## src/rtl/clcd_pkg.sv

```systemverilog
package clcd_pkg;

    // Request kinds.
    typedef enum logic [2:0] {
        KIND_INIT        = 3'd0,
        KIND_DISP_CTRL   = 3'd1,
        KIND_CLEAR_DISP  = 3'd2,
        KIND_TEXT_CHAR   = 3'd3,
        KIND_CLEAR_LINE  = 3'd4
    } t_kind;

    // Configuration register indexes.
    localparam logic [1:0] CFG_ROW_COUNT    = 2'd0;
    localparam logic [1:0] CFG_COLUMN_COUNT = 2'd1;

    localparam int CFG_INDEX_W = 2;
    localparam int CFG_DATA_W  = 8;

    localparam int ROW_COUNT_RESET    = 2;
    localparam int COLUMN_COUNT_RESET = 16;

    localparam int DEF_LINE2_OFFSET = 64;
    localparam int DEF_MAX_COLUMNS  = 40;

    // Wide enough for any column limit and any column count.
    localparam int LIMIT_W = 7;

    localparam int WAIT_W = 17;
    localparam logic [WAIT_W-1:0] WAIT_FAST     = 17'd50;
    localparam logic [WAIT_W-1:0] WAIT_SLOW     = 17'd2000;
    localparam logic [WAIT_W-1:0] WAIT_POWER_UP = 17'd100000;
    localparam logic [WAIT_W-1:0] WAIT_NIB_1    = 17'd9000;
    localparam logic [WAIT_W-1:0] WAIT_NIB_2    = 17'd200;

    // Command bytes.
    localparam logic [7:0] CMD_FUNC_SET   = 8'h20;
    localparam logic [7:0] CMD_FUNC_N     = 8'h08;
    localparam logic [7:0] CMD_DISP_CTRL  = 8'h08;
    localparam logic [7:0] CMD_CLEAR      = 8'h01;
    localparam logic [7:0] CMD_ENTRY_INC  = 8'h06;
    localparam logic [7:0] CMD_SET_DDRAM  = 8'h80;
    localparam logic [7:0] NIB_WAKE       = 8'h03;
    localparam logic [7:0] NIB_4BIT       = 8'h02;
    localparam logic [7:0] CHAR_SPACE     = 8'h20;

    localparam logic [1:0] STROBE_NONE = 2'd0;
    localparam logic [1:0] STROBE_ONE  = 2'd1;
    localparam logic [1:0] STROBE_TWO  = 2'd2;

    localparam logic [3:0] INIT_LAST = 4'd8;

    typedef struct packed {
        logic [2:0] kind;
        logic [7:0] char_byte;
        logic       line_select;
        logic       text_start;
        logic       display_enable;
        logic       cursor_enable;
        logic       cursor_blink;
    } t_req;

    typedef struct packed {
        logic              reg_select;
        logic [7:0]        bus_byte;
        logic [1:0]        strobe_count;
        logic [WAIT_W-1:0] wait_us;
        logic              last;
    } t_res;

    typedef struct packed {
        logic capture;
        logic load;
    } t_ctrl_cmd;

    typedef struct packed {
        logic none;
        logic last;
        logic out_free;
    } t_dp_status;

    // Power-up sequence, one entry per transfer.
    function automatic t_res init_entry(input logic [3:0] idx, input logic one_row);
        t_res r;
        r = '0;
        case (idx)
            4'd0: begin
                r.wait_us = WAIT_POWER_UP;
            end
            4'd1: begin
                r.bus_byte = NIB_WAKE; r.strobe_count = STROBE_ONE; r.wait_us = WAIT_NIB_1;
            end
            4'd2: begin
                r.bus_byte = NIB_WAKE; r.strobe_count = STROBE_ONE; r.wait_us = WAIT_NIB_2;
            end
            4'd3: begin
                r.bus_byte = NIB_WAKE; r.strobe_count = STROBE_ONE; r.wait_us = WAIT_FAST;
            end
            4'd4: begin
                r.bus_byte = NIB_4BIT; r.strobe_count = STROBE_ONE; r.wait_us = WAIT_FAST;
            end
            4'd5: begin
                r.bus_byte     = one_row ? CMD_FUNC_SET : (CMD_FUNC_SET | CMD_FUNC_N);
                r.strobe_count = STROBE_TWO;
                r.wait_us      = WAIT_FAST;
            end
            4'd6: begin
                r.bus_byte = CMD_DISP_CTRL; r.strobe_count = STROBE_TWO; r.wait_us = WAIT_FAST;
            end
            4'd7: begin
                r.bus_byte = CMD_CLEAR; r.strobe_count = STROBE_TWO; r.wait_us = WAIT_SLOW;
            end
            4'd8: begin
                r.bus_byte = CMD_ENTRY_INC; r.strobe_count = STROBE_TWO; r.wait_us = WAIT_FAST;
            end
            default: begin
                r = '0;
            end
        endcase
        return r;
    endfunction

endpackage

```

## src/rtl/clcd_if.sv

```systemverilog
interface clcd_req_if;
    logic       valid;
    logic       ready;
    logic [2:0] kind;
    logic [7:0] char_byte;
    logic       line_select;
    logic       text_start;
    logic       display_enable;
    logic       cursor_enable;
    logic       cursor_blink;

    modport source (output valid, kind, char_byte, line_select, text_start,
                    display_enable, cursor_enable, cursor_blink, input ready);
    modport sink   (input valid, kind, char_byte, line_select, text_start,
                    display_enable, cursor_enable, cursor_blink, output ready);
endinterface

interface clcd_res_if;
    logic        valid;
    logic        ready;
    logic        reg_select;
    logic [7:0]  bus_byte;
    logic [1:0]  strobe_count;
    logic [16:0] wait_us;
    logic        last;

    modport source (output valid, reg_select, bus_byte, strobe_count, wait_us, last,
                    input ready);
    modport sink   (input valid, reg_select, bus_byte, strobe_count, wait_us, last,
                    output ready);
endinterface

interface clcd_cfg_if;
    logic       valid;
    logic       ready;
    logic [1:0] index;
    logic [7:0] data;

    modport source (output valid, index, data, input ready);
    modport sink   (input valid, index, data, output ready);
endinterface

```

## src/rtl/clcd_ctrl.sv

```systemverilog
module clcd_ctrl #(
    parameter int STEP_W = 6
) (
    input  logic                   i_clk,
    input  logic                   i_rst_n,
    input  logic                   i_req_valid,
    output logic                   o_req_ready,
    input  clcd_pkg::t_dp_status   i_status,
    output clcd_pkg::t_ctrl_cmd    o_cmd,
    output logic [STEP_W-1:0]      o_step
);
    import clcd_pkg::*;

    typedef enum logic {
        ST_IDLE,
        ST_RUN
    } t_state;

    t_state            r_state, n_state;
    logic [STEP_W-1:0] r_step, n_step;

    assign o_req_ready = (r_state == ST_IDLE);
    assign o_step      = r_step;

    always_comb begin
        n_state       = r_state;
        n_step        = r_step;
        o_cmd.capture = 1'b0;
        o_cmd.load    = 1'b0;
        case (r_state)
            ST_IDLE: begin
                if (i_req_valid) begin
                    o_cmd.capture = 1'b1;
                    n_state       = ST_RUN;
                    n_step        = '0;
                end
            end
            ST_RUN: begin
                if (i_status.none) begin
                    n_state = ST_IDLE;
                    n_step  = '0;
                end else if (i_status.out_free) begin
                    o_cmd.load = 1'b1;
                    if (i_status.last) begin
                        n_state = ST_IDLE;
                        n_step  = '0;
                    end else begin
                        n_step = r_step + 1'b1;
                    end
                end
            end
            default: begin
                n_state = ST_IDLE;
                n_step  = '0;
            end
        endcase
    end

    always_ff @(posedge i_clk) begin
        if (!i_rst_n) begin
            r_state <= ST_IDLE;
            r_step  <= '0;
        end else begin
            r_state <= n_state;
            r_step  <= n_step;
        end
    end

    a_load_needs_room: assert property (@(posedge i_clk) disable iff (!i_rst_n)
        o_cmd.load |-> i_status.out_free)
        else $error("transfer loaded into an occupied output register");

    a_idle_step_zero: assert property (@(posedge i_clk) disable iff (!i_rst_n)
        (r_state == ST_IDLE) |-> (r_step == '0))
        else $error("step counter not cleared while idle");

    a_capture_runs: assert property (@(posedge i_clk) disable iff (!i_rst_n)
        o_cmd.capture |=> (r_state == ST_RUN))
        else $error("captured request did not start a run");

    a_no_load_unknown: assert property (@(posedge i_clk) disable iff (!i_rst_n)
        i_status.none |-> !o_cmd.load)
        else $error("transfer produced for an unknown request kind");

endmodule

```

## src/rtl/clcd_dp.sv

```systemverilog
module clcd_dp #(
    parameter int LINE2_OFFSET = 64,
    parameter int MAX_COLUMNS  = 40,
    parameter int STEP_W       = 6
) (
    input  logic                               i_clk,
    input  logic                               i_rst_n,
    input  clcd_pkg::t_req                     i_req,
    input  logic                               i_cfg_we,
    input  logic [clcd_pkg::CFG_INDEX_W-1:0]   i_cfg_index,
    input  logic [clcd_pkg::CFG_DATA_W-1:0]    i_cfg_data,
    input  clcd_pkg::t_ctrl_cmd                i_cmd,
    input  logic [STEP_W-1:0]                  i_step,
    output clcd_pkg::t_dp_status               o_status,
    output logic                               o_res_valid,
    input  logic                               i_res_ready,
    output clcd_pkg::t_res                     o_res
);
    import clcd_pkg::*;

    localparam logic [6:0]         LINE2_ADDR = 7'(LINE2_OFFSET);
    localparam logic [LIMIT_W-1:0] COL_MAX    = LIMIT_W'(MAX_COLUMNS);

    logic [1:0]         r_row_count;
    logic [5:0]         r_column_count;
    t_req               r_req;
    logic               r_out_valid;
    t_res               r_out;

    t_res               n_res;
    t_res               w_init;
    logic               w_none;
    logic [7:0]         w_addr_byte;
    logic [LIMIT_W-1:0] w_col;
    logic [LIMIT_W-1:0] w_limit;
    logic               w_free;

    assign w_col       = LIMIT_W'(r_column_count);
    assign w_limit     = (w_col > COL_MAX) ? COL_MAX : w_col;
    assign w_addr_byte = CMD_SET_DDRAM | {1'b0, (r_req.line_select ? LINE2_ADDR : 7'd0)};
    assign w_init      = init_entry(i_step[3:0], r_row_count == 2'd1);
    assign w_free      = !r_out_valid || i_res_ready;

    always_comb begin
        n_res  = '0;
        w_none = 1'b0;
        case (r_req.kind)
            KIND_INIT: begin
                n_res      = w_init;
                n_res.last = (i_step == STEP_W'(INIT_LAST));
            end
            KIND_DISP_CTRL: begin
                n_res.bus_byte     = CMD_DISP_CTRL | {5'd0, r_req.display_enable,
                                                      r_req.cursor_enable, r_req.cursor_blink};
                n_res.strobe_count = STROBE_TWO;
                n_res.wait_us      = WAIT_FAST;
                n_res.last         = 1'b1;
            end
            KIND_CLEAR_DISP: begin
                n_res.bus_byte     = CMD_CLEAR;
                n_res.strobe_count = STROBE_TWO;
                n_res.wait_us      = WAIT_SLOW;
                n_res.last         = 1'b1;
            end
            KIND_TEXT_CHAR: begin
                n_res.strobe_count = STROBE_TWO;
                n_res.wait_us      = WAIT_FAST;
                if (r_req.text_start && (i_step == '0)) begin
                    n_res.bus_byte = w_addr_byte;
                end else begin
                    n_res.reg_select = 1'b1;
                    n_res.bus_byte   = r_req.char_byte;
                    n_res.last       = 1'b1;
                end
            end
            KIND_CLEAR_LINE: begin
                n_res.strobe_count = STROBE_TWO;
                n_res.wait_us      = WAIT_FAST;
                if (i_step == '0) begin
                    n_res.bus_byte = w_addr_byte;
                end else begin
                    n_res.reg_select = 1'b1;
                    n_res.bus_byte   = CHAR_SPACE;
                end
                // Address plus one space per column; the step equals the limit on the last.
                n_res.last = (LIMIT_W'(i_step) == w_limit);
            end
            default: begin
                w_none = 1'b1;
            end
        endcase
    end

    assign o_status.none     = w_none;
    assign o_status.last     = n_res.last;
    assign o_status.out_free = w_free;

    always_ff @(posedge i_clk) begin
        if (!i_rst_n) begin
            r_row_count    <= 2'(ROW_COUNT_RESET);
            r_column_count <= 6'(COLUMN_COUNT_RESET);
        end else if (i_cfg_we) begin
            if (i_cfg_index == CFG_ROW_COUNT) begin
                r_row_count <= i_cfg_data[1:0];
            end else if (i_cfg_index == CFG_COLUMN_COUNT) begin
                r_column_count <= i_cfg_data[5:0];
            end
        end
    end

    always_ff @(posedge i_clk) begin
        if (i_cmd.capture) begin
            r_req <= i_req;
        end
        if (i_cmd.load) begin
            r_out <= n_res;
        end
    end

    always_ff @(posedge i_clk) begin
        if (!i_rst_n) begin
            r_out_valid <= 1'b0;
        end else if (i_cmd.load) begin
            r_out_valid <= 1'b1;
        end else if (i_res_ready) begin
            r_out_valid <= 1'b0;
        end
    end

    assign o_res_valid = r_out_valid;
    assign o_res       = r_out;

endmodule

```

## src/rtl/char_lcd_nibble_sequencer.sv

```systemverilog
// Channel   Direction  Beat contents
// i_req     in         kind, char_byte, line_select, text_start, display/cursor bits
// o_res     out        reg_select, bus_byte, strobe_count, wait_us, last
// i_cfg     in         index (0 row_count, 1 column_count), data
//
// A request beat is taken while idle; the sequencer then loads one transfer per
// cycle into the output register while it is free: 9 transfers for power-up,
// column_count + 1 for clear line (at most MAX_COLUMNS + 1), and none for an
// unknown kind, which returns the sequencer to idle.
// The next request is taken once the last transfer is loaded, even if it still waits.
// Reset sets row_count to 2 and column_count to 16; there is no clearing pass.
// Back-pressure on o_res holds the register and pauses the step counter.
module char_lcd_nibble_sequencer #(
    parameter int LINE2_OFFSET = clcd_pkg::DEF_LINE2_OFFSET,
    parameter int MAX_COLUMNS  = clcd_pkg::DEF_MAX_COLUMNS
) (
    input  logic        i_clk,
    input  logic        i_rst_n,
    clcd_req_if.sink    i_req,
    clcd_res_if.source  o_res,
    clcd_cfg_if.sink    i_cfg
);
    import clcd_pkg::*;

    localparam int STEP_W = $clog2(MAX_COLUMNS + 1);

    t_req              w_req;
    t_res              w_res;
    t_ctrl_cmd         w_cmd;
    t_dp_status        w_status;
    logic [STEP_W-1:0] w_step;
    logic              w_req_ready;
    logic              w_res_valid;

    assign w_req.kind           = i_req.kind;
    assign w_req.char_byte      = i_req.char_byte;
    assign w_req.line_select    = i_req.line_select;
    assign w_req.text_start     = i_req.text_start;
    assign w_req.display_enable = i_req.display_enable;
    assign w_req.cursor_enable  = i_req.cursor_enable;
    assign w_req.cursor_blink   = i_req.cursor_blink;
    assign i_req.ready          = w_req_ready;

    assign i_cfg.ready = 1'b1;

    clcd_ctrl #(
        .STEP_W (STEP_W)
    ) u_ctrl (
        .i_clk       (i_clk),
        .i_rst_n     (i_rst_n),
        .i_req_valid (i_req.valid),
        .o_req_ready (w_req_ready),
        .i_status    (w_status),
        .o_cmd       (w_cmd),
        .o_step      (w_step)
    );

    clcd_dp #(
        .LINE2_OFFSET (LINE2_OFFSET),
        .MAX_COLUMNS  (MAX_COLUMNS),
        .STEP_W       (STEP_W)
    ) u_dp (
        .i_clk       (i_clk),
        .i_rst_n     (i_rst_n),
        .i_req       (w_req),
        .i_cfg_we    (i_cfg.valid),
        .i_cfg_index (i_cfg.index),
        .i_cfg_data  (i_cfg.data),
        .i_cmd       (w_cmd),
        .i_step      (w_step),
        .o_status    (w_status),
        .o_res_valid (w_res_valid),
        .i_res_ready (o_res.ready),
        .o_res       (w_res)
    );

    assign o_res.valid        = w_res_valid;
    assign o_res.reg_select   = w_res.reg_select;
    assign o_res.bus_byte     = w_res.bus_byte;
    assign o_res.strobe_count = w_res.strobe_count;
    assign o_res.wait_us      = w_res.wait_us;
    assign o_res.last         = w_res.last;

endmodule

```

## src/flat_wrapper.sv

```systemverilog
// flat-port wrapper written by rule: the top's interface ports become plain ports
module char_lcd_nibble_sequencer_flat import clcd_pkg::*;
#(
    parameter int LINE2_OFFSET = clcd_pkg::DEF_LINE2_OFFSET,
    parameter int MAX_COLUMNS  = clcd_pkg::DEF_MAX_COLUMNS
)
  (i_clk, i_rst_n, i_req_valid, i_req_kind, i_req_char_byte, i_req_line_select, i_req_text_start, i_req_display_enable, i_req_cursor_enable, i_req_cursor_blink, i_req_ready, o_res_valid, o_res_reg_select, o_res_bus_byte, o_res_strobe_count, o_res_wait_us, o_res_last, o_res_ready, i_cfg_valid, i_cfg_index, i_cfg_data, i_cfg_ready);
  clcd_req_if i_req_i ();
  clcd_res_if o_res_i ();
  clcd_cfg_if i_cfg_i ();
  input  logic i_clk;
  input  logic i_rst_n;
  input wire logic [$bits(i_req_i.valid)-1:0] i_req_valid;
  input wire logic [$bits(i_req_i.kind)-1:0] i_req_kind;
  input wire logic [$bits(i_req_i.char_byte)-1:0] i_req_char_byte;
  input wire logic [$bits(i_req_i.line_select)-1:0] i_req_line_select;
  input wire logic [$bits(i_req_i.text_start)-1:0] i_req_text_start;
  input wire logic [$bits(i_req_i.display_enable)-1:0] i_req_display_enable;
  input wire logic [$bits(i_req_i.cursor_enable)-1:0] i_req_cursor_enable;
  input wire logic [$bits(i_req_i.cursor_blink)-1:0] i_req_cursor_blink;
  output wire logic [$bits(i_req_i.ready)-1:0] i_req_ready;
  output wire logic [$bits(o_res_i.valid)-1:0] o_res_valid;
  output wire logic [$bits(o_res_i.reg_select)-1:0] o_res_reg_select;
  output wire logic [$bits(o_res_i.bus_byte)-1:0] o_res_bus_byte;
  output wire logic [$bits(o_res_i.strobe_count)-1:0] o_res_strobe_count;
  output wire logic [$bits(o_res_i.wait_us)-1:0] o_res_wait_us;
  output wire logic [$bits(o_res_i.last)-1:0] o_res_last;
  input wire logic [$bits(o_res_i.ready)-1:0] o_res_ready;
  input wire logic [$bits(i_cfg_i.valid)-1:0] i_cfg_valid;
  input wire logic [$bits(i_cfg_i.index)-1:0] i_cfg_index;
  input wire logic [$bits(i_cfg_i.data)-1:0] i_cfg_data;
  output wire logic [$bits(i_cfg_i.ready)-1:0] i_cfg_ready;
  assign i_req_i.valid = i_req_valid;
  assign i_req_i.kind = i_req_kind;
  assign i_req_i.char_byte = i_req_char_byte;
  assign i_req_i.line_select = i_req_line_select;
  assign i_req_i.text_start = i_req_text_start;
  assign i_req_i.display_enable = i_req_display_enable;
  assign i_req_i.cursor_enable = i_req_cursor_enable;
  assign i_req_i.cursor_blink = i_req_cursor_blink;
  assign i_req_ready = i_req_i.ready;
  assign o_res_valid = o_res_i.valid;
  assign o_res_reg_select = o_res_i.reg_select;
  assign o_res_bus_byte = o_res_i.bus_byte;
  assign o_res_strobe_count = o_res_i.strobe_count;
  assign o_res_wait_us = o_res_i.wait_us;
  assign o_res_last = o_res_i.last;
  assign o_res_i.ready = o_res_ready;
  assign i_cfg_i.valid = i_cfg_valid;
  assign i_cfg_i.index = i_cfg_index;
  assign i_cfg_i.data = i_cfg_data;
  assign i_cfg_ready = i_cfg_i.ready;
  char_lcd_nibble_sequencer #(.LINE2_OFFSET(LINE2_OFFSET), .MAX_COLUMNS(MAX_COLUMNS)) u_core (.i_clk(i_clk), .i_rst_n(i_rst_n), .i_req(i_req_i), .o_res(o_res_i), .i_cfg(i_cfg_i));
endmodule
```

## config.mk

```make
export PLATFORM = sky130hd
export DESIGN_NAME = char_lcd_nibble_sequencer_flat
export DESIGN_NICKNAME = d
export VERILOG_FILES = /design/src/rtl/clcd_pkg.sv /design/src/rtl/clcd_if.sv /design/src/rtl/clcd_ctrl.sv /design/src/rtl/clcd_dp.sv /design/src/rtl/char_lcd_nibble_sequencer.sv /design/src/flat_wrapper.sv
export SDC_FILE = /design/constraint.sdc
export NUM_CORES = 1
export LEC_CHECK = 0
export BUFFER_PORTS_ARGS = -buffer_cell sky130_fd_sc_hd__buf_2
export CAP_MARGIN = 30
export CORE_UTILIZATION = 25
export DETAILED_ROUTE_END_ITERATION = 7
export GPL_ROUTABILITY_DRIVEN = 0
export HOLD_SLACK_MARGIN = 0.05
export PLACE_DENSITY = 0.41
export SKIP_LAST_GASP = 1
export SLEW_MARGIN = 20
export SYNTH_ARGS = -nofsm -noshare
export SYNTH_HDL_FRONTEND = slang
export SYNTH_SLANG_ARGS = --single-unit
```

## constraint.sdc

```tcl
create_clock -name i_clk -period 5.75 [get_ports i_clk]
set_clock_uncertainty 0.1 [all_clocks]
set_input_delay 0.575 -clock i_clk [delete_from_list [all_inputs] [get_ports i_clk]]
set_output_delay 0.575 -clock i_clk [all_outputs]
set_load 0.02 [all_outputs]
```

# After elaboration in Yosys (flattened, before gate mapping)
# Cells that the tools add are included.
totals:
  reg_bits: 61
  inputBits: 31
  elab_cells: 80
classes:
  n_reduce_logical: 14
  addsub: 1
  magnitude_cmp: 1
  eq_ne: 18
  n_bitwise: 2
  mux: 27
op_table:
  columns: ["cell", "n"]
  rows:
  - ["28-bit one-hot mux with 5 select lines", 1]
  - ["17-bit one-hot mux with 5 select lines", 1]
  - ["8-bit one-hot mux with 6 select lines", 1]
  - ["6-bit two-way mux", 5]
  - ["4-bit by 3-bit == test with 1-bit output (second input constant)", 4]
  - ["8-bit two-way mux", 2]
  - ["1-bit two-way mux", 12]
  - ["6-bit one-hot mux with 2 select lines", 1]
  - ["5-bit OR reduction", 2]
  - ["4-bit by 2-bit == test with 1-bit output (second input constant)", 2]
  - ["7-bit two-way mux", 1]
  - ["6-bit by 1-bit adder with 6-bit output (second input constant)", 1]
  - ["3-bit by 2-bit == test with 1-bit output (second input constant)", 2]
  - ["6-bit by 4-bit == test with 1-bit output (second input constant)", 1]
  - ["6-bit == test", 1]
  - ["6-bit > comparator (second input constant)", 1]
  - ["6-bit logical NOT", 1]
  - ["2-bit by 1-bit == test with 1-bit output (second input constant)", 2]
  - ["4-bit by 1-bit == test with 1-bit output (second input constant)", 1]
  - ["4-bit == test (second input constant)", 1]
  - ["4-bit logical NOT", 1]
  - ["4-bit two-way mux", 1]
  - ["1-bit one-hot mux with 2 select lines", 2]
  - ["2-bit AND reduction", 2]
  - ["other kinds (13)", 14]

# Logic depth before layout (Yosys ltp)
# Gate-level depths: netlist of the first run.
logic_depth:
  depth_word: 8
  mapped_depth: 9

# Hierarchy
# From an unflattened synthesis of the first run, not the netlist that was laid out.
unflattened:
  cells_unflattened: 247
  hier_area_um2: 2705.1
by_module_without_submodules:
  columns: ["module", "area_per_inst_um2", "instances", "seq_area_each_um2", "cells_per_inst"]
  rows:
  - ["clcd_dp", 2318.5, 1, 1351.3, 202]
  - ["clcd_ctrl", 375.4, 1, 140.1, 43]
  - ["char_lcd_nibble_sequencer", 11.3, 1, 0.0, 2]

# Worst setup path before layout of the first run
# No wires, ideal clock.
synth_path:
  path_type: "register to register"
  startpoint: "register u_core.u_dp.r_req[14] in the netlist's numbering"
  endpoint: "register u_core.u_ctrl.r_step[2], in the netlist u_core.u_ctrl.o_step[2]"
  stages_incl_launch_ff: 7
  setup_time_ps: 60
  required_time_ps: 5590
  synth_period_minus_slack_ps: 3542
  arrival_time_ps: 3383
  path_slack_ps: 2208
  path_cell_list: "edfxtp_1 nor2_1 nor2b_1 nor3_1 nand3b_1 a2111oi_0 a221o_1"
synth_via:
  elab_chain_cells: 6
  elab_cells_between_ends: 13
  cone_classes: "5 x eq/ne; 5 x mux; 3 x reduce/logical"
synth_rtl:
  columns: ["element", "line", "rtl"]
  rows:
  - ["start: declaration", "clcd_dp.sv:26", "t_req r_req;"]
  - ["start signal: assignment", "clcd_dp.sv:113", "r_req <= i_req;"]
  - ["3-bit == test, or another cell as far along", "clcd_dp.sv:47", "case (r_req.kind)"]
  - ["28-bit one-hot mux with 5 select lines", "clcd_dp.sv:47", null]
  - ["6-bit two-way mux", "clcd_ctrl.sv:44", "if (i_status.last) begin"]
  - ["6-bit two-way mux", "clcd_ctrl.sv:42", "end else if (i_status.out_free) begin"]
  - ["6-bit two-way mux", "clcd_ctrl.sv:39", "if (i_status.none) begin"]
  - ["6-bit one-hot mux with 2 select lines", "clcd_ctrl.sv:30", "case (r_state)"]
  - ["end signal: assignment", "clcd_ctrl.sv:65", "r_step <= n_step;"]
  - ["end: declaration", "clcd_ctrl.sv:20", "logic [STEP_W-1:0] r_step, n_step;"]
# Parallel ways exist; a longest one is shown, timed or not. The select of a mux whose other input is x is not followed.
# A chain may end at the register's enable or synchronous reset.

# Final worst setup path of the first run
# Ends and elaborated chain as after synthesis.

==> results of run 1 <==
==> synth_stat cells (3+ instances only) <==
master and number:
buf_4 7, o21ai_0 8, ha_1 4, clkbuf_1 8, a211oi_1 3, nor2_1 22
mux2i_1 8, nand2_1 18, a21oi_1 11, edfxtp_1 39, nand3_1 6, and3_1 4
nor2b_1 6, nand3b_1 5, or2_2 4, nor3_1 7, and2_1 4, inv_1 6
a31oi_1 3, dfxtp_1 16, a221o_1 6, nand2b_1 4, a2111oi_0 3
==> flip-flops by register name, indices dropped and copies added (netlist names) <==
register	flops
u_core.u_dp.r_row_count	2
u_core.u_dp.o_res	23
u_core.u_ctrl.r_state	1
u_core.u_dp.r_column_count	6
u_core.u_dp.o_res_valid	1
u_core.u_dp.r_req	16
u_core.u_ctrl.o_step	6
==> critical path, stage by stage (launching register included) <==
cell and delay (ns):
edfxtp_1 0.60, nor2_1 0.50, nor2b_1 0.22, nor3_2 0.14, buf_4 0.32, nand3b_1 0.21
a2111oi_0 0.45, a221o_1 0.16
==> how the worst max path moves through the flow <==
| stage | startpoint | end | slack, ns | depth (start not counted) |
|---|---|---|---|---|
| 2_1_floorplan | u_core.u_dp.r_req[14] | u_core.u_ctrl.o_step[2] | 2.21 | 6 |
| 3_3_place_gp | u_core.u_dp.r_req[14] | u_core.u_ctrl.o_step[2] | 3.01 | 7 |
| 3_5_place_dp | u_core.u_dp.r_req[14] | u_core.u_ctrl.o_step[2] | 3.05 | 7 |
| 4_1_cts | u_core.u_dp.r_req[14] | u_core.u_ctrl.o_step[2] | 3.02 | 7 |
| 5_1_grt | u_core.u_dp.r_req[14] | u_core.u_ctrl.o_step[2] | 2.71 | 7 |
| 6_report | u_core.u_dp.r_req[14] | u_core.u_ctrl.o_step[2] | 3.01 | 7 |
==> through the flow <==
stage / area [µm²] / worst slack (ns) / utilization
floorplan: 2630 / 2.21 / -
finish: 3100 / 3.01 / 0.312
global route: 3100 / 2.71 / 0.312
detailed placement: 3000 / 3.05 / 0.301
global placement: 3000 / 3.01 / 0.301
CTS: 3100 / 3.02 / 0.312
==> cells by family (layout without fill, tap and decap cells) <==
logic type	count (synthesis)	count (layout)	share of synthesized area
AND/OR/NAND/NOR	87	87	0.169
flip-flops	55	55	0.570
AO/OA/AOI/OAI	51	51	0.149
buffers and inverters	24	71	0.0454
multiplexers	9	9	0.0349
adder cells (fa/ha/maj)	4	4	0.0191
XOR/XNOR	3	3	0.0100
other	2	6	0.00287
==> power groups by stage <==
stage	Clock, mW	Combinational (mW)	Sequential, mW
after floorplan	0	0.0518	0.475
after global placement	0	0.0877	0.469
after detailed placement	0	0.0879	0.469
after CTS	0.262	0.0880	0.460
after global routing	0.277	0.0961	0.463
final	0.252	0.0869	0.460
==> routing by layer <==
metal	global-route usage	vias up	share of wire
met5	0	-	0
met4	0.0337	0	0.0095
met3	0.0232	4	0.039
met2	0.180	47	0.46
met1	0.146	915	0.49
li1	-	955	-
==> final cells by class <==
class,count,area share
clock buffer,5,0.0222
sequential,55,0.480
clock inverter,3,0.0125
multi-input combinational,160,0.331
tap,133,0.0536
inverter,7,0.00846
timing repair buffer,56,0.0919
==> out/results.txt, run 1 <==
Counting the buffers created by CTS gives 5. The run gives 0.525 as the remaining max-slew budget at the tightest pin. After detailed routing, the number of remaining DRC violations is 0. For the total leakage power, the log shows 1.19 nW. The run gives 0.263 as the starting density of the core.

The logs give 235 for the synthesized netlist cell count and 2.89 ns for the arrival time reported for the critical path endpoint. The average wire length per cell after detail routing is 13.9 µm. The core area was 9950 µm²; the final global-route overflow total was 0.

The tools report the reg-to-reg endpoint as u_core.u_ctrl.o_step[2]. The overall power after layout came out at 799 µW. The width of the chip works out to 104 µm.

During I/O placement, the number of pins put on the boundary was 63. The largest area contributor in the netlist is edfxtp_1. TritonCTS built the clock tree. Yosys mapped the design onto 46 distinct sky130hd cell types.

From synthesis to final layout, the design area changed by 18.6%. The post-route clock period utilization was 0.476. The critical setup path kind is flip-flop to flip-flop.

For this design the total switching power over the nets is 192 µW. In this run, post-CTS repair resized a total of 0 instances. The clock reaches the later pin of the worst-skew pair after 0.30 ns. The share of flip-flops with an asynchronous set or reset after synthesis works out to 0. Measured in cells, the most critical reg-to-reg path has a length of 7. The run gives 607 µW as the internal power. The most common cell after layout, fill and taps aside was buf_2. Wire length of the first global-routing pass: 9560 µm.

The achievable frequency is 365 MHz, and the portion of total power attributed to the clock network is 0.315. Summing all flip-flop and latch instances after layout gives 1490 µm². The warning count from the yosys run was 0. For the worst setup path, the data required time is 5.90 ns. Summing every instance area after synthesis gives 2620 µm².

The worst hold path belongs to the class primary input to flip-flop. The number of hold buffers added after CTS was 0. The residual antenna-violating net count after detailed routing was 0; the total length of routed wires was 5820 µm. Before antenna repair, the detailed router went through 4 iterations. The register share of total power is 0.576, and the y dimension of the die is 104 µm.

The number of antenna violations at the first check in global routing came out at 0. The worst hold slack was 0.338 ns. In the final layout, the multi-input gates occupy 1030 µm².

The flow ran to the end, and the final reports show no timing, DRC or antenna violations. Entering global routing, the biggest net connects 25 pins. Combinational cell fraction of total power: 0.109.

Clock-pin slew was measured on the worst setup and hold paths at 0.10 ns. Counting along the longest clock path gives a buffer depth of 2. Setup violations remaining at the end of the flow were counted as 0. Row generation in the floorplan step produced 36 rows. The tree is rooted in a clkbuf_8. The number of endpoints with negative hold slack in the final report came out at 0. In this run, the number of DRC markers left after iteration 0 of detailed routing was 77. Number of max-slew violations in the final report: 0.

Sequential cell area fraction in the yosys report: 0.570. For flop-to-flop paths, the worst setup slack is 3.01 ns. The placed wire-length estimate after detailed placement was 4250 µm.

The via density per instance was 4.58. Proportion of netlist area held by the largest area contributor: 0.447. The run gives 0.111 as the combined global-route utilization of all metal layers. The die outline area came out at 10900 µm². In the layout the commonest cells are buf_2 (54), edfxtp_1 (39), nor2_1 (22).

Clock tree synthesis found a total of 55 sinks. In this run the worst path has a maximum fanout of 24. In this run the mean area of a mapped cell was 11.1 µm². The layout cell share with drive strength beyond 1 is 0.255. Synthesis inferred 55 register bits.

Number of placed instances, taps included: 411. The number of global-route vias before repair is 1866. The final cell count without fillers is 419.

The start point of the worst min-delay path is i_req_char_byte[2]. The accumulated negative setup slack was 0 ns; the diode insertion count for antenna repair was 0. The post-CTS setup buffer count was 0. The overall via count from detail_route was 1921.

The clock tree synthesis step divided the H-tree into 2 levels. Power per standard cell area: 257 nW/µm². After synthesis, the cell types taking the most area are edfxtp_1 (45%), dfxtp_1 (12%), nor2_1 (3.2%). The reported max-cap violation count was 0. The path with the worst hold slack has its endpoint at u_core.u_dp.r_req[7].

The worst-case IR drop observed on VDD is 94.4 µV. For this run, the post-layout net count is 320. The number of synthesized flops with an enable pin was 39; the count of port buffers added during placement was 54.

The number of cells traversed by the worst hold path was 1. The worst setup path is captured at a flip-flop. The startpoint identified for the worst register-to-register timing path is u_core.u_dp.r_req[14]. Counting the fill cells in the layout gives 1037.

The worst setup path is launched from a flip-flop. The final critical-path required period came out at 2.74 ns. At the pin with the least slew margin, the transition time is 0.712 ns. Most used flip-flop cell after synthesis: edfxtp_1. Setup repair after global routing left no endpoint under its margin. The fraction of power spent switching nets is 0.241.
No activity file was read; power rests on OpenSTA's default activity.
==> inputs of run 2 (changes only) <==
--- a/config.mk
+++ b/config.mk
@@ -5,6 +5,7 @@
 export SDC_FILE = /design/constraint.sdc
 export NUM_CORES = 1
 export LEC_CHECK = 0
+export ABC_AREA = 1
 export BUFFER_PORTS_ARGS = -buffer_cell sky130_fd_sc_hd__buf_2
 export CAP_MARGIN = 30
 export CORE_UTILIZATION = 25
==> constraint.sdc (replaced) <==
create_clock -name i_clk -period 2.7 [get_ports i_clk]
set_clock_uncertainty 0.1 [all_clocks]
set_input_delay 0.27 -clock i_clk [delete_from_list [all_inputs] [get_ports i_clk]]
set_output_delay 0.27 -clock i_clk [all_outputs]
set_load 0.02 [all_outputs]
==> run 2 against run 1 <==
  * Worst hold slack got worse by 0.27 ns
  * Maximum frequency up 40%
  * Cell area up 7.5%
  * Register-to-register slack lost 2.3 ns
  * Clock power is 120% higher
  * Non-clock buffer count is 17 higher
  * First-iteration DRC count shrank 34%
  * Global-route usage increased by 0.070 points
  * Critical path type unchanged
  * Critical endpoint is now u_core.u_dp.o_res[5]
  * Largest cell class unchanged
  * Highest routed layer unchanged
==> out/results.txt, run 2 <==
Yosys printed 0 warnings. The average wire length per cell after detail routing was 11.6 µm. Sorting the synthesized cells by how often they occur yields nand2_1 (63), edfxtp_1 (39), inv_1 (33). The maximum number of buffers from clock root to sink came out at 2. The number of cells traversed by the worst hold path works out to 3. Slew of the pin with the lowest slew margin: 0.879 ns.

For this design the static power due to leakage is 1.40 nW. 63 I/O pins were placed. Setup repair after global routing left no endpoint under its margin. The signal on the critical path passes through inv_1 > ha_1 > inv_1 > nor3_1 > nor3_1 > nand3_1 > nor3_1 > nor2_1. The run gives 0 as the reported max-cap violation count. Derived from the worst setup path, the maximum achievable clock frequency is 509 MHz. The critical path in this run is classified as flip-flop to flip-flop. In the layout the commonest cells are nand2_1 (63), buf_2 (54), edfxtp_1 (39).

The slowest library cell on the worst path was dfxtp_1. The start point of the worst min-delay path was i_cfg_data[4]. Proportion of netlist area held by the largest area contributor: 0.443. The final cell count without fillers is 492, and the via density per instance is 4.14. The logs give 33 for the number of distinct library cells after synthesis and 0 ns for the accumulated negative setup slack. The H-tree generated during clock tree synthesis spans 2 levels.

The die outline area is 11000 µm². The total length of routed wires was 5680 µm; the layout overhead on the synthesized area was 26.2%. For this run, the slowest stage of the critical path takes 0.45 ns. After filler insertion, the fill cell instance count of the layout stands at 1121. The final layout net count came out at 390. For the synthesized netlist cell count, the log shows 281. Number of antenna violations at the first check in global routing: 0. The tools report the placed wire-length estimate after detailed placement as 4320 µm. The first detailed-routing pass took 4 iterations. STA puts the critical path data arrival time at 1.93 ns. The synthesized design contains 55 register bits. The number of DRC markers after the initial detailed-route iteration was 51. The count of port buffers added during placement came out at 54. The floorplan step set the die height to 105 µm. The root buffer cell chosen for the clock tree is clkbuf_8. Tracing the worst setup path back leads to its startpoint at u_core.u_ctrl.o_step[0]. In this run the horizontal extent of the chip is 105 µm.

Largest area contributor in the netlist: edfxtp_1. The share of flip-flops with an asynchronous set or reset after synthesis is 0, and the number of max-slew violations in the final report is 0. The logs give 2038 for the overall via count from detail_route and 0.111 for the combined global-route utilization of all metal layers.

The worst register-to-register path has a depth of 8. The clock period could shrink to 1.96 ns. The most common cell in the synthesized netlist is nand2_1. The worst hold path belongs to the class primary input to flip-flop. TritonCTS created 5 clock buffers. The power per standard cell area was 525 nW/µm².

The total overflow left after global routing is 0. Clock-pin slew was measured on the worst setup and hold paths at 0.10 ns. The flow ran to the end, and the final reports show no timing, DRC or antenna violations. For the setup slack of the most critical reg-to-reg path, the log shows 0.74 ns. The tools report the post-CTS setup buffer count as 0. The tools report the sequential cell area fraction in the yosys report as 0.564. The run gives 0.408 as the remaining max-slew budget at the tightest pin.

The most common cell after layout, fill and taps aside is nand2_1. TritonCTS built the clock tree. Across all setup checks in the final design, the least slack found is 0.736 ns. The total setup violations reported at the end of the flow came out at 0. The endpoint with the worst hold slack is u_core.u_dp.r_column_count[4].

Flip-flop count of the largest register after layout: 23. Of all nets on the critical path, the largest fanout is 6. The run gives 0 as the residual antenna-violating net count after detailed routing. The pin count of the biggest net entering global routing came out at 22. The required time at the endpoint of the critical path is 2.66 ns. By area the synthesized netlist is led by edfxtp_1 (44%), dfxtp_1 (12%), nand2_1 (8.9%).

The wire length of the first global-routing pass is 9720 µm. The number of synthesized flops with an enable pin was 39; the starting density of the core was 0.257. Among all flip-flop cells after synthesis, the most frequent one is edfxtp_1.

The category of the worst setup path capture point was a flip-flop. The endpoint identified for the worst register-to-register timing path is u_core.u_dp.o_res[5]. Total power for the finished layout comes to 1.75 mW. For the clock latency reported for the late side of the worst-skew pair, the log shows 0.31 ns. The number of global-route vias before repair is 2019, and the number of placed instances, taps included is 468. The startpoint type of the worst setup path was a flip-flop. Mean instance size in the synthesized netlist: 9.41 µm². 0 antenna diodes ended up in the layout. The worst register-to-register path begins at u_core.u_ctrl.o_step[0].

The layout cell share with drive strength beyond 1 is 0.244, and the post-route clock period utilization is 0.727. The logs give 10300 µm² for the core area and 0.725 ns for the worst setup slack before clock tree synthesis. VDD sags by at most 207 µV. The total number of placement rows is 37, and the final routed DRC violation total is 0. For the number of endpoints with negative hold slack in the final report, the log shows 0. Counting stages on the worst path, the most repeated cell is nor3_1.

CTS saw 55 sinks. In this run the cell area of the synthesized design comes to 2640 µm².
[run 2: what timing repair did]
action                    4_1_cts  5_1_grt
hold buffers                   16        0
resized for setup               0        0
hold endpoints to repair       16        0
[run 2: logic make-up (layout without fill, tap and decap cells)]
kind of cell / count (synthesis) / after routing / share of synthesized area
adder cells (fa/ha/maj): 4 / 4 / 0.0189
XOR/XNOR: 4 / 4 / 0.0132
flip-flops: 55 / 55 / 0.564
AND/OR/NAND/NOR: 126 / 126 / 0.229
AO/OA/AOI/OAI: 39 / 39 / 0.0861
buffers and inverters: 51 / 122 / 0.0857
other: 2 / 6 / 0.00284
[run 2: layer usage]
layer	wire length (µm)	vias up	global-route usage
li1	-	1068	-
met1	2740	921	0.145
met2	2650	45	0.187
met3	234	4	0.0231
met4	53	0	0.0302
met5	0	-	0
[run 2: stage by stage]
stage | hold WS [ns] | area, µm² | util
after floorplan | 0.254 | 2660 | -
after global placement | 0.348 | 3060 | 0.298
after detailed placement | 0.348 | 3060 | 0.298
after CTS | 0.0602 | 3340 | 0.325
after global routing | 0.0639 | 3340 | 0.325
final | 0.0641 | 3340 | 0.325
[run 2: how the worst max path moves through the flow]
stage                               to  slack (ns)  depth (start not counted)
2_1_floorplan  u_core.u_ctrl.o_step[5]        0.80                          9
3_3_place_gp      u_core.u_dp.o_res[5]        0.75                          8
3_5_place_dp      u_core.u_dp.o_res[5]        0.73                          8
4_1_cts           u_core.u_dp.o_res[5]        0.71                          8
5_1_grt        u_core.u_ctrl.o_step[0]        0.49                         10
6_report          u_core.u_dp.o_res[5]        0.74                          8
[run 2: cell type report]
cell class | instances | area [µm²] | share of cell area
Inverter | 41 | 154 | 0.0461
Sequential cell | 55 | 1490 | 0.447
Clock buffer | 5 | 68.8 | 0.0206
Clock inverter | 3 | 46.3 | 0.0139
Multi-Input combinational cell | 179 | 941 | 0.282
Tap cell | 136 | 170 | 0.0510
Timing Repair Buffer | 73 | 465 | 0.139
[run 2: power by group]
group | internal (mW) | switching, mW | leakage, nW | total, mW
logic | 0.0806 | 0.135 | 0.846 | 0.215
registers | 0.952 | 0.0193 | 0.498 | 0.971
clock network | 0.280 | 0.285 | 0.0548 | 0.565
[run 2: critical path: cells and delay by family, from the launching register on]
kind	cells	cell delay (ns)
AND/OR/NAND/NOR	5	0.72
flip-flops	1	0.45
adder cells (fa/ha/maj)	1	0.24
buffers and inverters	2	0.22
